<file path="src/hw/rtl/tmib_pkg.sv">
// ----------------------------------------------------------------------------
// tmib_pkg
// shared types, widths and codes of the triangle mesh index builder
// ----------------------------------------------------------------------------
package tmib_pkg;

    localparam int COORD_W          = 32;
    localparam int EXT_W            = 31;
    localparam int FRAC_W           = 16;
    localparam int UV_W             = 17;
    localparam int IDX_W            = 10;
    localparam int STATUS_W         = 2;
    localparam int CFG_IDX_W        = 4;
    localparam int CFG_W            = 32;
    localparam int IN_TDATA_W       = 192;
    localparam int OUT_TDATA_W      = 112;
    localparam int FIFO_DEPTH       = 4;
    localparam int MAX_VERTICES_DEF = 1024;

    localparam logic [CFG_IDX_W-1:0] CFG_ORIGIN_X = 4'd0;
    localparam logic [CFG_IDX_W-1:0] CFG_ORIGIN_Y = 4'd1;
    localparam logic [CFG_IDX_W-1:0] CFG_EXTENT_X = 4'd2;
    localparam logic [CFG_IDX_W-1:0] CFG_EXTENT_Y = 4'd3;

    localparam logic [STATUS_W-1:0] STATUS_OK    = 2'd0;
    localparam logic [STATUS_W-1:0] STATUS_FULL  = 2'd1;
    localparam logic [STATUS_W-1:0] STATUS_DEGEN = 2'd2;

    typedef struct packed {
        logic signed [COORD_W-1:0] x;
        logic signed [COORD_W-1:0] y;
        logic                      last;
    } corner_t;

    typedef struct packed {
        logic signed [COORD_W-1:0] origin_x;
        logic signed [COORD_W-1:0] origin_y;
        logic [EXT_W-1:0]          extent_x;
        logic [EXT_W-1:0]          extent_y;
    } cfg_t;

    typedef enum logic [2:0] {
        F_IDLE,
        F_MUL_P,
        F_MUL_Q,
        F_CMP,
        F_PUSH
    } front_state_t;

    typedef enum logic [1:0] {
        B_IDLE,
        B_SEARCH,
        B_FINISH
    } back_state_t;

endpackage

</file>
<file path="src/hw/rtl/tmib_fifo.sv">
// ----------------------------------------------------------------------------
// tmib_fifo
// short corner queue between front and back
// ----------------------------------------------------------------------------
module tmib_fifo
    import tmib_pkg::*;
#(
    parameter int DEPTH = FIFO_DEPTH
)
(
    input  logic    clk,
    input  logic    rst_n,
    input  corner_t push_data,
    input  logic    push_valid,
    output logic    push_ready,
    output corner_t pop_data,
    output logic    pop_valid,
    input  logic    pop_ready
);

    localparam int PW = (DEPTH > 1) ? $clog2(DEPTH) : 1;
    localparam int CW = $clog2(DEPTH + 1);

    corner_t         slot_reg [DEPTH];
    logic [PW-1:0]   wr_ptr_reg, rd_ptr_reg;
    logic [CW-1:0]   fill_reg;
    logic            do_push, do_pop;

    assign push_ready = (fill_reg != CW'(DEPTH));
    assign pop_valid  = (fill_reg != '0);
    assign pop_data   = slot_reg[rd_ptr_reg];
    assign do_push    = push_valid && push_ready;
    assign do_pop     = pop_valid && pop_ready;

    always_ff @(posedge clk or negedge rst_n)
    begin
        if (!rst_n)
        begin
            wr_ptr_reg <= '0;
            rd_ptr_reg <= '0;
            fill_reg   <= '0;
        end
        else
        begin
            if (do_push)
            begin
                wr_ptr_reg <= (wr_ptr_reg == PW'(DEPTH - 1)) ? '0 : wr_ptr_reg + 1'b1;
            end
            if (do_pop)
            begin
                rd_ptr_reg <= (rd_ptr_reg == PW'(DEPTH - 1)) ? '0 : rd_ptr_reg + 1'b1;
            end
            if (do_push && !do_pop)
            begin
                fill_reg <= fill_reg + 1'b1;
            end
            else if (do_pop && !do_push)
            begin
                fill_reg <= fill_reg - 1'b1;
            end
        end
    end

    always_ff @(posedge clk)
    begin
        if (do_push)
        begin
            slot_reg[wr_ptr_reg] <= push_data;
        end
    end

endmodule

</file>
<file path="config.mk">
export PLATFORM = sky130hd
export DESIGN_NAME = tmib_fifo
export DESIGN_NICKNAME = d
export VERILOG_FILES = /design/src/hw/rtl/tmib_pkg.sv /design/src/hw/rtl/tmib_fifo.sv
export SDC_FILE = /design/constraint.sdc
export NUM_CORES = 1
export LEC_CHECK = 0
export BUFFER_PORTS_ARGS = -buffer_cell sky130_fd_sc_hd__buf_4
export CORE_MARGIN = 10
export CORE_UTILIZATION = 57
export DETAILED_ROUTE_END_ITERATION = 16
export PLACE_DENSITY = 0.85
export SYNTH_ARGS = -nofsm -noshare
export SYNTH_HDL_FRONTEND = slang
export SYNTH_SLANG_ARGS = --single-unit
export TNS_END_PERCENT = 20
</file>
<file path="constraint.sdc">
create_clock -name clk -period 3.44 [get_ports clk]
set_input_delay 0.688 -clock clk [delete_from_list [all_inputs] [get_ports clk]]
set_output_delay 0.688 -clock clk [all_outputs]
set_load 0.05 [all_outputs]
</file>
==> impl_metrics.toml <==
[clocking]
cts_buffers = 26
path_clk_slew_ns = 0.06
htree_num_levels = 1
clock_sinks = 267
cts.path.max_buffers = 3
tritoncts = "done"
root_buffer = "clkbuf_16"
clock_latency_ns = 0.51

[die]
coreArea_sq_um = 16800
row_count = 47
die_y_microns = 151
die_width_microns = 151
pin_count = 136
die_area_sq_um = 22900
initial_utilization = 0.587

[global_route]
antenna_found_initial = 1
grt_max_degree = 69
grt_overflow = 0
grt_pass1_vias = 4890
grt_pass1_wl_mm = 28.6
grt_usage = 0.165

[sta]
slew_headroom = 0.354
finalMaxSlewViolations = 0
setup_viol = 0
fin_tns_setup_ns = 0
rsz0062_at_grt = "no"
fin_crit_sh = 0.862
timing.fmax_mhz = 337
hold_viol_final = 0
worst_clock_skew_ns = 0.00676
max_slew.worst_pin.slew_ns = 0.969
layout_min_cycle_time_ns = 2.97

[synthesis]
synthMuxAreaShare = 0.154
synth_top_family_by_area = "multiplexers"
synth_cell_types = 20
ys_ff_latch = 267
syn_area_per_cell_sq_um = 26.1
synth_common_cells = "edfxtp_1, mux4_2, dfrtp_1"
yosysTopAreaCell = "edfxtp_1"
yosys-top-cells-area = "edfxtp_1, mux4_2, dfrtp_1"
synth-adder-area-share = 0.00966
synth.top_cell.area_share = 0.793
synth.most_common_cell = "edfxtp_1"
ys_async_sr_fraction = 0.0262
netlist_instances = 377
yosysWarnings = 0
yosys.area_share.simple = 0.00547
synthXorXnorAreaFrac = 0.00267
synthFlopType = "edfxtp_1"
synth_seq_area_share = 0.811
netlist_area_sq_um = 9840
synth_compound_area_frac = 0.000763
synth_edf_count = 260
synth_fp_nets = 453

[pwr]
finalPower_w = 0.0121
ir_drop_mv = 0.714
p_leak_nw = 4.13
p_seq_frac = 0.383
power.density_nw_per_um2 = 1010
clock_power_share = 0.223
switching_share = 0.370
power.switching_w = 0.00449
p_comb_frac = 0.394
p_int_w = 0.00763

[route]
firstDrtPassIters = 4
first_iter_violations = 331
ant_nets = 0
viasPerCell = 5.68
via_count = 4410
drt_wl_total_mm = 18.8
drc_errors = 0
wl_per_cell_microns = 24.3

[cells_and_area]
area_delta_synth_final_pct = 21.8
drive_above_1_share = 0.463
fillers = 954
largest_reg_flops = 260
final_util = 0.716
nets = 611

[status]
status = "finished, final reports clean"

[placed_design]
io_buffers = 135
routabilityCongestion = 0.726
dpl.hpwl_mm = 11.8

[worst_setup_path]
start_kind = "register"
cp.required_ns = 2.75
crit_type = "reg -> out"
cp_max_fo = 67
reg2reg_slack_ns = 1.16
crit_path_end_kind = "primary output"
crit_arrival_ns = 2.28

[min_path]
hold_path.class = "in -> reg"

[job]
drv_cap = 0
==> power groups by stage <==
| stage | combinational, W | sequential, W | clock, W |
|---|---|---|---|
| after floorplan | 0.00366 | 0.00450 | 0 |
| after global placement | 0.00478 | 0.00465 | 0 |
| after detailed placement | 0.00485 | 0.00470 | 0 |
| after CTS | 0.00488 | 0.00465 | 0.00275 |
| after global routing | 0.00503 | 0.00470 | 0.00289 |
| final | 0.00477 | 0.00464 | 0.00271 |
==> routing by layer <==
| layer | global-route usage | vias up | part of all wire |
|---|---|---|---|
| li1 | - | 1924 | - |
| met1 | 0.221 | 2263 | 0.38 |
| met2 | 0.262 | 200 | 0.50 |
| met3 | 0.0495 | 23 | 0.10 |
| met4 | 0.0419 | 0 | 0.015 |
| met5 | 0 | - | 0 |
==> area by class of cell <==
class                      instances  area, sq um  share of cell area
antenna                            1         2.50            0.000209
inverter                           3         11.3            0.000939
timing repair buffer             145         1150              0.0962
tap                              220          275              0.0230
clock inverter                     2         10.0            0.000835
sequential                       267         7990               0.666
multi-input combinational         92         1710               0.143
clock buffer                      46          837              0.0698
==> layout by cell type (no fill, tap or decap), drive strengths merged, types with 2 or more instances in the layout <==
cell,netlist,final
and2,4,4
buf,13,144
clkbuf,2,46
clkinv,0,2
dfrtp,7,7
edfxtp,260,260
ha,6,6
inv,3,3
mux2,5,5
mux4,65,65
nand2,2,2
nor2,4,4
xor2,2,2
==> logic make-up after synthesis <==
| logic type | count (synthesis) |
|---|---|
| AOI/OAI and AO/OA | 1 |
| DFF | 267 |
| xor gates and xnor gates | 3 |
| buffers and inverters | 18 |
| muxes | 70 |
| and+or+nand+nor | 11 |
| adders and majority gates | 7 |
==> what timing repair did <==
item | 4_1_cts | 5_1_grt
hold buffers | 1 | 0
gates resized for setup | 0 | 0
hold endpoints to repair | 7 | 0
buffers inserted | 0 | 0
==> final timing paths <==
path,startpoint,cells past startpoint,end
min,push_data[30],1,slot_reg[2][30]
max in group asynchronous,rst_n,2,rd_ptr_reg[1]
min reg2reg,fill_reg[2],1,fill_reg[2]
min in group asynchronous,rst_n,2,fill_reg[2]
max reg2reg,fill_reg[0],8,fill_reg[2]
max,rd_ptr_reg[1],2,pop_data[2]
==> through the flow <==
step                std cells  worst slack [ns]  cell area (sq um)  hold WS [ns]
floorplan                 377             0.393               9840         0.392
global placement          726             0.988              11100         0.494
detailed placement        726             0.888              11100         0.511
CTS                       775             0.447              12000         0.358
global route              775             0.375              12000         0.361
finish                    776             0.475              12000         0.373
==> worst max-delay path, stage by stage (launching register included) <==
cell and delay (ns):
dfrtp_4 1.06, mux4_2 0.46, buf_4 0.22
Note: power is estimated with default switching activity, not from simulation.
