==> src/hw/rtl/tmib_pkg.sv <==
// ----------------------------------------------------------------------------
// tmib_pkg
// shared types, widths and codes of the triangle mesh index builder
// ----------------------------------------------------------------------------
package tmib_pkg;

    localparam int COORD_W          = 32;
    localparam int EXT_W            = 31;
    localparam int FRAC_W           = 16;
    localparam int UV_W             = 17;
    localparam int IDX_W            = 10;
    localparam int STATUS_W         = 2;
    localparam int CFG_IDX_W        = 4;
    localparam int CFG_W            = 32;
    localparam int IN_TDATA_W       = 192;
    localparam int OUT_TDATA_W      = 112;
    localparam int FIFO_DEPTH       = 4;
    localparam int MAX_VERTICES_DEF = 1024;

    localparam logic [CFG_IDX_W-1:0] CFG_ORIGIN_X = 4'd0;
    localparam logic [CFG_IDX_W-1:0] CFG_ORIGIN_Y = 4'd1;
    localparam logic [CFG_IDX_W-1:0] CFG_EXTENT_X = 4'd2;
    localparam logic [CFG_IDX_W-1:0] CFG_EXTENT_Y = 4'd3;

    localparam logic [STATUS_W-1:0] STATUS_OK    = 2'd0;
    localparam logic [STATUS_W-1:0] STATUS_FULL  = 2'd1;
    localparam logic [STATUS_W-1:0] STATUS_DEGEN = 2'd2;

    typedef struct packed {
        logic signed [COORD_W-1:0] x;
        logic signed [COORD_W-1:0] y;
        logic                      last;
    } corner_t;

    typedef struct packed {
        logic signed [COORD_W-1:0] origin_x;
        logic signed [COORD_W-1:0] origin_y;
        logic [EXT_W-1:0]          extent_x;
        logic [EXT_W-1:0]          extent_y;
    } cfg_t;

    typedef enum logic [2:0] {
        F_IDLE,
        F_MUL_P,
        F_MUL_Q,
        F_CMP,
        F_PUSH
    } front_state_t;

    typedef enum logic [1:0] {
        B_IDLE,
        B_SEARCH,
        B_FINISH
    } back_state_t;

endpackage

==> src/hw/rtl/tmib_front.sv <==
// ----------------------------------------------------------------------------
// tmib_front
// takes a triangle, fixes winding with a shared multiplier, queues its corners
// ----------------------------------------------------------------------------
module tmib_front
    import tmib_pkg::*;
(
    input  logic                  clk,
    input  logic                  rst_n,
    input  logic                  s_tvalid,
    output logic                  s_tready,
    // a_x, a_y, b_x, b_y, c_x, c_y
    input  logic [IN_TDATA_W-1:0] s_tdata,
    output corner_t               push_data,
    output logic                  push_valid,
    input  logic                  push_ready
);

    front_state_t state_reg, state_next;
    logic signed [COORD_W-1:0] ax_reg, ay_reg, bx_reg, by_reg, cx_reg, cy_reg;
    logic signed [2*COORD_W+1:0] p_reg, q_reg, prod;
    logic signed [COORD_W:0] d_bx, d_by, d_cx, d_cy, mul_a, mul_b;
    logic swap_reg;
    logic [1:0] sel_reg;

    assign d_bx = {bx_reg[COORD_W-1], bx_reg} - {ax_reg[COORD_W-1], ax_reg};
    assign d_by = {by_reg[COORD_W-1], by_reg} - {ay_reg[COORD_W-1], ay_reg};
    assign d_cx = {cx_reg[COORD_W-1], cx_reg} - {ax_reg[COORD_W-1], ax_reg};
    assign d_cy = {cy_reg[COORD_W-1], cy_reg} - {ay_reg[COORD_W-1], ay_reg};
    assign mul_a = (state_reg == F_MUL_P) ? d_bx : d_cx;
    assign mul_b = (state_reg == F_MUL_P) ? d_cy : d_by;
    assign prod  = mul_a * mul_b;

    always_comb
    begin
        state_next = state_reg;
        case (state_reg)
            F_IDLE:
            begin
                if (s_tvalid)
                begin
                    state_next = F_MUL_P;
                end
            end
            F_MUL_P: state_next = F_MUL_Q;
            F_MUL_Q: state_next = F_CMP;
            F_CMP:   state_next = F_PUSH;
            F_PUSH:
            begin
                if (push_ready && sel_reg == 2'd2)
                begin
                    state_next = F_IDLE;
                end
            end
            default: state_next = F_IDLE;
        endcase
    end

    always_comb
    begin
        s_tready   = (state_reg == F_IDLE);
        push_valid = (state_reg == F_PUSH);
        push_data.last = (sel_reg == 2'd2);
        case (sel_reg)
            2'd0:
            begin
                push_data.x = ax_reg;
                push_data.y = ay_reg;
            end
            2'd1:
            begin
                push_data.x = swap_reg ? cx_reg : bx_reg;
                push_data.y = swap_reg ? cy_reg : by_reg;
            end
            default:
            begin
                push_data.x = swap_reg ? bx_reg : cx_reg;
                push_data.y = swap_reg ? by_reg : cy_reg;
            end
        endcase
    end

    always_ff @(posedge clk or negedge rst_n)
    begin
        if (!rst_n)
        begin
            state_reg <= F_IDLE;
            sel_reg   <= 2'd0;
        end
        else
        begin
            state_reg <= state_next;
            if (state_reg == F_CMP)
            begin
                sel_reg <= 2'd0;
            end
            else if (state_reg == F_PUSH && push_ready)
            begin
                sel_reg <= sel_reg + 2'd1;
            end
        end
    end

    always_ff @(posedge clk)
    begin
        if (state_reg == F_IDLE && s_tvalid)
        begin
            ax_reg <= s_tdata[31:0];
            ay_reg <= s_tdata[63:32];
            bx_reg <= s_tdata[95:64];
            by_reg <= s_tdata[127:96];
            cx_reg <= s_tdata[159:128];
            cy_reg <= s_tdata[191:160];
        end
        if (state_reg == F_MUL_P)
        begin
            p_reg <= prod;
        end
        if (state_reg == F_MUL_Q)
        begin
            q_reg <= prod;
        end
        if (state_reg == F_CMP)
        begin
            swap_reg <= (p_reg > q_reg);
        end
    end

endmodule

==> config.mk <==
export PLATFORM = sky130hd
export DESIGN_NAME = tmib_front
export DESIGN_NICKNAME = d
export VERILOG_FILES = /design/src/hw/rtl/tmib_pkg.sv /design/src/hw/rtl/tmib_front.sv
export SDC_FILE = /design/constraint.sdc
export NUM_CORES = 2
export LEC_CHECK = 0
export ABC_AREA = 0
export BUFFER_PORTS_ARGS = -buffer_cell sky130_fd_sc_hd__buf_2
export CORE_MARGIN = 4
export CORE_UTILIZATION = 65
export CTS_CLUSTER_DIAMETER = 150
export DETAILED_ROUTE_END_ITERATION = 12
export GPL_TIMING_DRIVEN = 0
export PLACE_DENSITY = 0.85
export SLEW_MARGIN = 0
export SYNTH_ARGS = -nofsm -noshare
export SYNTH_HDL_FRONTEND = slang
export SYNTH_SLANG_ARGS = --single-unit
==> constraint.sdc <==
create_clock -name clk -period 25.8 [get_ports clk]
set_input_delay 2.58 -clock clk [delete_from_list [all_inputs] [get_ports clk]]
set_output_delay 2.58 -clock clk [all_outputs]
set_load 0.01 [all_outputs]
==> out/qor.txt <==
Run status: finished, violations left
Violated checks: max-capacitance violations, max-slew violations
Chip height: 298 um
Worst Setup Start Kind: register
Row cnt: 106
Number of warnings issued by yosys: 0
Sink count of the clock tree: 330
Fmax achieved: 0.0624 GHz
Post-CTS setup-driven buffer insertion count: 0
Peak fanout along the critical path: 42
Slowest stage cell, crit path: sky130_fd_sc_hd__a2111oi_0
Async set-reset flop share out of synthesis: 1.52%
Dominant register cell in the synthesized netlist: sky130_fd_sc_hd__edfxtp_1
Initial core utilization: 65.6%
Yosys reg bits: 330
Number of cells produced by synthesis: 5464
Crit-path most repeated cell: sky130_fd_sc_hd__fa_1
Total CTS buffers: 37
Number of resized instances in the post-cts repair step: 0
Routability-driven placement congestion ratio: 1.13
Root buffer selected by CTS: sky130_fd_sc_hd__clkbuf_16
Per-cell routed wire length: 26.7 um
TritonCTS clock tree: yes
Clock Skew: 52.9 ps
Class of the tightest hold or removal check: register to register
Number of unique standard cell types used by synthesis: 82
Maximum number of pins on one net before global-route repair: 67
Pre-Repair DR Iteration Count: 9
Final setup violation count: 0
Clk pin slew, worst setup/hold paths: 60 ps
RSZ-0062 raised after global routing: false
Critical path type: register to register
Global-route wire length before repair: 277000 um
Level count of the clock H-tree: 2
Hold Fails Final Rpt: 0
Part of the Yosys area used for sequential elements: 18.0%
Growth of design area from synthesis to finish: 7.69%
HPWL reported at the end of detailed placement: 149000 um
Antenna violations before repair: 20
Vias in the first global route: 46000
CORE AREA: 83600 um^2
Crit share post-route: 62.1%
Netlist area before placement: 54800 um^2
Routed via count: 43100
Maxcap violations: 11
Crit path time final: 16030 ps
Count of nets left with antenna violations after detail routing: 0
Post-Route Setup TNS: 0 ps
Clock network latency to the later pin of the worst-skew pair: 620 ps
Detailed Route Iter0 Violations: 5240
I/O pin count: 263
Critical Path AT: 16370 ps
Worst stage delay on the critical path: 1260 ps
Die X-Extent: 298 um
Total detailed-routing wirelength: 184000 um
Total congestion overflow after global routing: 0
Ratio of routed vias to standard cells: 6.26
Global-route usage over all layers: 42.2%
Number of port buffers: 262
Count of unresolved DRC violations after routing: 0
WP data required: 26140 ps
Setup crit end kind: register
Mean post-synth cell area: 10.0 um^2
Max-slew violation count: 67
Headroom to the max-slew limit: -8.60%
Slew at the pin closest to its max-slew limit: 1620 ps
Mapped Nets: 7157
Worst-case clock buffer depth: 3
Post-cts hold buffer count: 0
Fillers: 6145
Total die area: 89000 um^2
Count of flip-flops with a built-in enable after synthesis: 325
Number of nets in the final layout: 7464
Fraction of final layout cells with drive strength greater than 1: 8.10%
layout make-up:
class                           instances  area [um^2]  area share, %
Buffer                                239          923           1.56
Clock buffer                           42          945           1.60
Sequential cell                       330         9880           16.8
Timing Repair Buffer                  268         1450           2.46
Multi-Input combinational cell       3672        39500           67.0
Antenna cell                           14         35.0         0.0594
Inverter                             1223         4590           7.78
Clock inverter                         25          312          0.528
Tap cell                             1080         1350           2.29
worst max-delay path: cells and delay by family (launching register included):
| family | cells | cell delay (ps) |
|---|---|---|
| AOI/OAI and AO/OA | 13 | 4440 |
| buffers and inverters | 10 | 3050 |
| and+or+nand+nor | 5 | 1050 |
| xor gates and xnor gates | 2 | 1330 |
| adders and majority gates | 11 | 5140 |
| DFF | 1 | 440 |
| muxes | 1 | 260 |
metrics by stage:
stage	setup WS, ps	util (%)	hold WS [ps]	instance area, um^2	std cells
6_report	9770	70.6	637	59000	6893
5_1_grt	9510	70.6	659	59000	6886
4_1_cts	10230	70.5	628	58900	6879
3_5_place_dp	10230	69.0	553	57700	6812
3_3_place_gp	7070	68.8	536	57500	6806
2_1_floorplan	12370	-	523	54800	5464
path summary, 6_finish.rpt:
kind | startpoint | to | slack (ps) | depth (start not counted)
min | state_reg[1] | state_reg[0] | 640 | 1
min in group asynchronous | rst_n | state_reg[0] | 1780 | 1
max | state_reg[1] | p_reg[57] | 9770 | 42
max reg2reg | state_reg[1] | p_reg[57] | 9770 | 42
min reg2reg | state_reg[1] | state_reg[0] | 640 | 1
max in group asynchronous | rst_n | state_reg[2] | 23900 | 1
cells in the final DEF (no fill, tap or decap), drive strengths merged, types with 28 or more instances in the layout:
cell type / synthesis / final
fa: 1147 / 1147
xor2: 56 / 56
a21o: 65 / 65
nor2: 287 / 287
a21oi: 145 / 145
ha: 350 / 350
buf: 14 / 282
inv: 1223 / 1225
o21ai: 84 / 84
nand4: 32 / 32
nand2: 814 / 814
a222oi: 43 / 43
and2: 94 / 94
mux2: 83 / 83
edfxtp: 325 / 325
nor2b: 52 / 52
nor3: 30 / 30
xnor2: 89 / 89
clkbuf: 225 / 267
nand2b: 35 / 35
mux2i: 28 / 28
cells in the mapped netlist, types with 4 or more instances:
cell type                   count  area [um^2]
sky130_fd_sc_hd__o21bai_1      17          128
sky130_fd_sc_hd__dfrtp_1        5          125
sky130_fd_sc_hd__ha_1         350         4380
sky130_fd_sc_hd__nand3_1       25          125
sky130_fd_sc_hd__a221o_1       26          260
sky130_fd_sc_hd__a31oi_1       11         68.8
sky130_fd_sc_hd__or2_2         11         68.8
sky130_fd_sc_hd__a2111oi_0      5         43.8
sky130_fd_sc_hd__xnor2_1       89          780
sky130_fd_sc_hd__and3_1         6         37.5
sky130_fd_sc_hd__xor2_1        56          490
sky130_fd_sc_hd__a21oi_1      144          721
sky130_fd_sc_hd__and2_1        94          588
sky130_fd_sc_hd__a21o_1        65          488
sky130_fd_sc_hd__mux2_2        83          935
sky130_fd_sc_hd__buf_2          8         40.0
sky130_fd_sc_hd__inv_1       1223         4590
sky130_fd_sc_hd__nand4_1       32          200
sky130_fd_sc_hd__nor2b_1       52          325
sky130_fd_sc_hd__a222oi_1      43          430
sky130_fd_sc_hd__nor2_1       287         1080
sky130_fd_sc_hd__nor3b_1        4         30.0
sky130_fd_sc_hd__nand2_1      814         3060
sky130_fd_sc_hd__o31ai_1        6         45.0
sky130_fd_sc_hd__o221ai_1       4         35.0
sky130_fd_sc_hd__o21ai_0       80          400
sky130_fd_sc_hd__or3_1          8         50.1
sky130_fd_sc_hd__fa_1        1147        23000
sky130_fd_sc_hd__mux2i_1       28          280
sky130_fd_sc_hd__clkbuf_1     224          841
sky130_fd_sc_hd__edfxtp_1     325         9760
sky130_fd_sc_hd__o21a_1        20          150
sky130_fd_sc_hd__o211ai_1       6         45.0
sky130_fd_sc_hd__nand2b_1      35          219
sky130_fd_sc_hd__a211oi_1      15          113
sky130_fd_sc_hd__nor3_1        30          150
sky130_fd_sc_hd__o31a_1         6         52.6
metal layers:
| layer | global-route usage, % | routed length, um | vias to the layer above |
|---|---|---|---|
| met1 | 50.0 | 59500 | 21300 |
| met4 | 28.5 | 16900 | 22 |
| met5 | 0 | 186 | - |
| met2 | 63.9 | 79300 | 3368 |
| li1 | - | - | 17400 |
| met3 | 16.6 | 28300 | 943 |
kinds of logic after synthesis:
logic type | synth area share [%]
AO/OA/AOI/OAI | 6.31
XOR/XNOR | 2.32
adder cells (fa/ha/maj) | 49.9
buffers and inverters | 10.1
flip-flops | 18.0
multiplexers | 2.22
AND/OR/NAND/NOR | 11.2
Power is not shown: default switching activity piles up to over one toggle a cycle in this logic, so the estimate is an artifact.
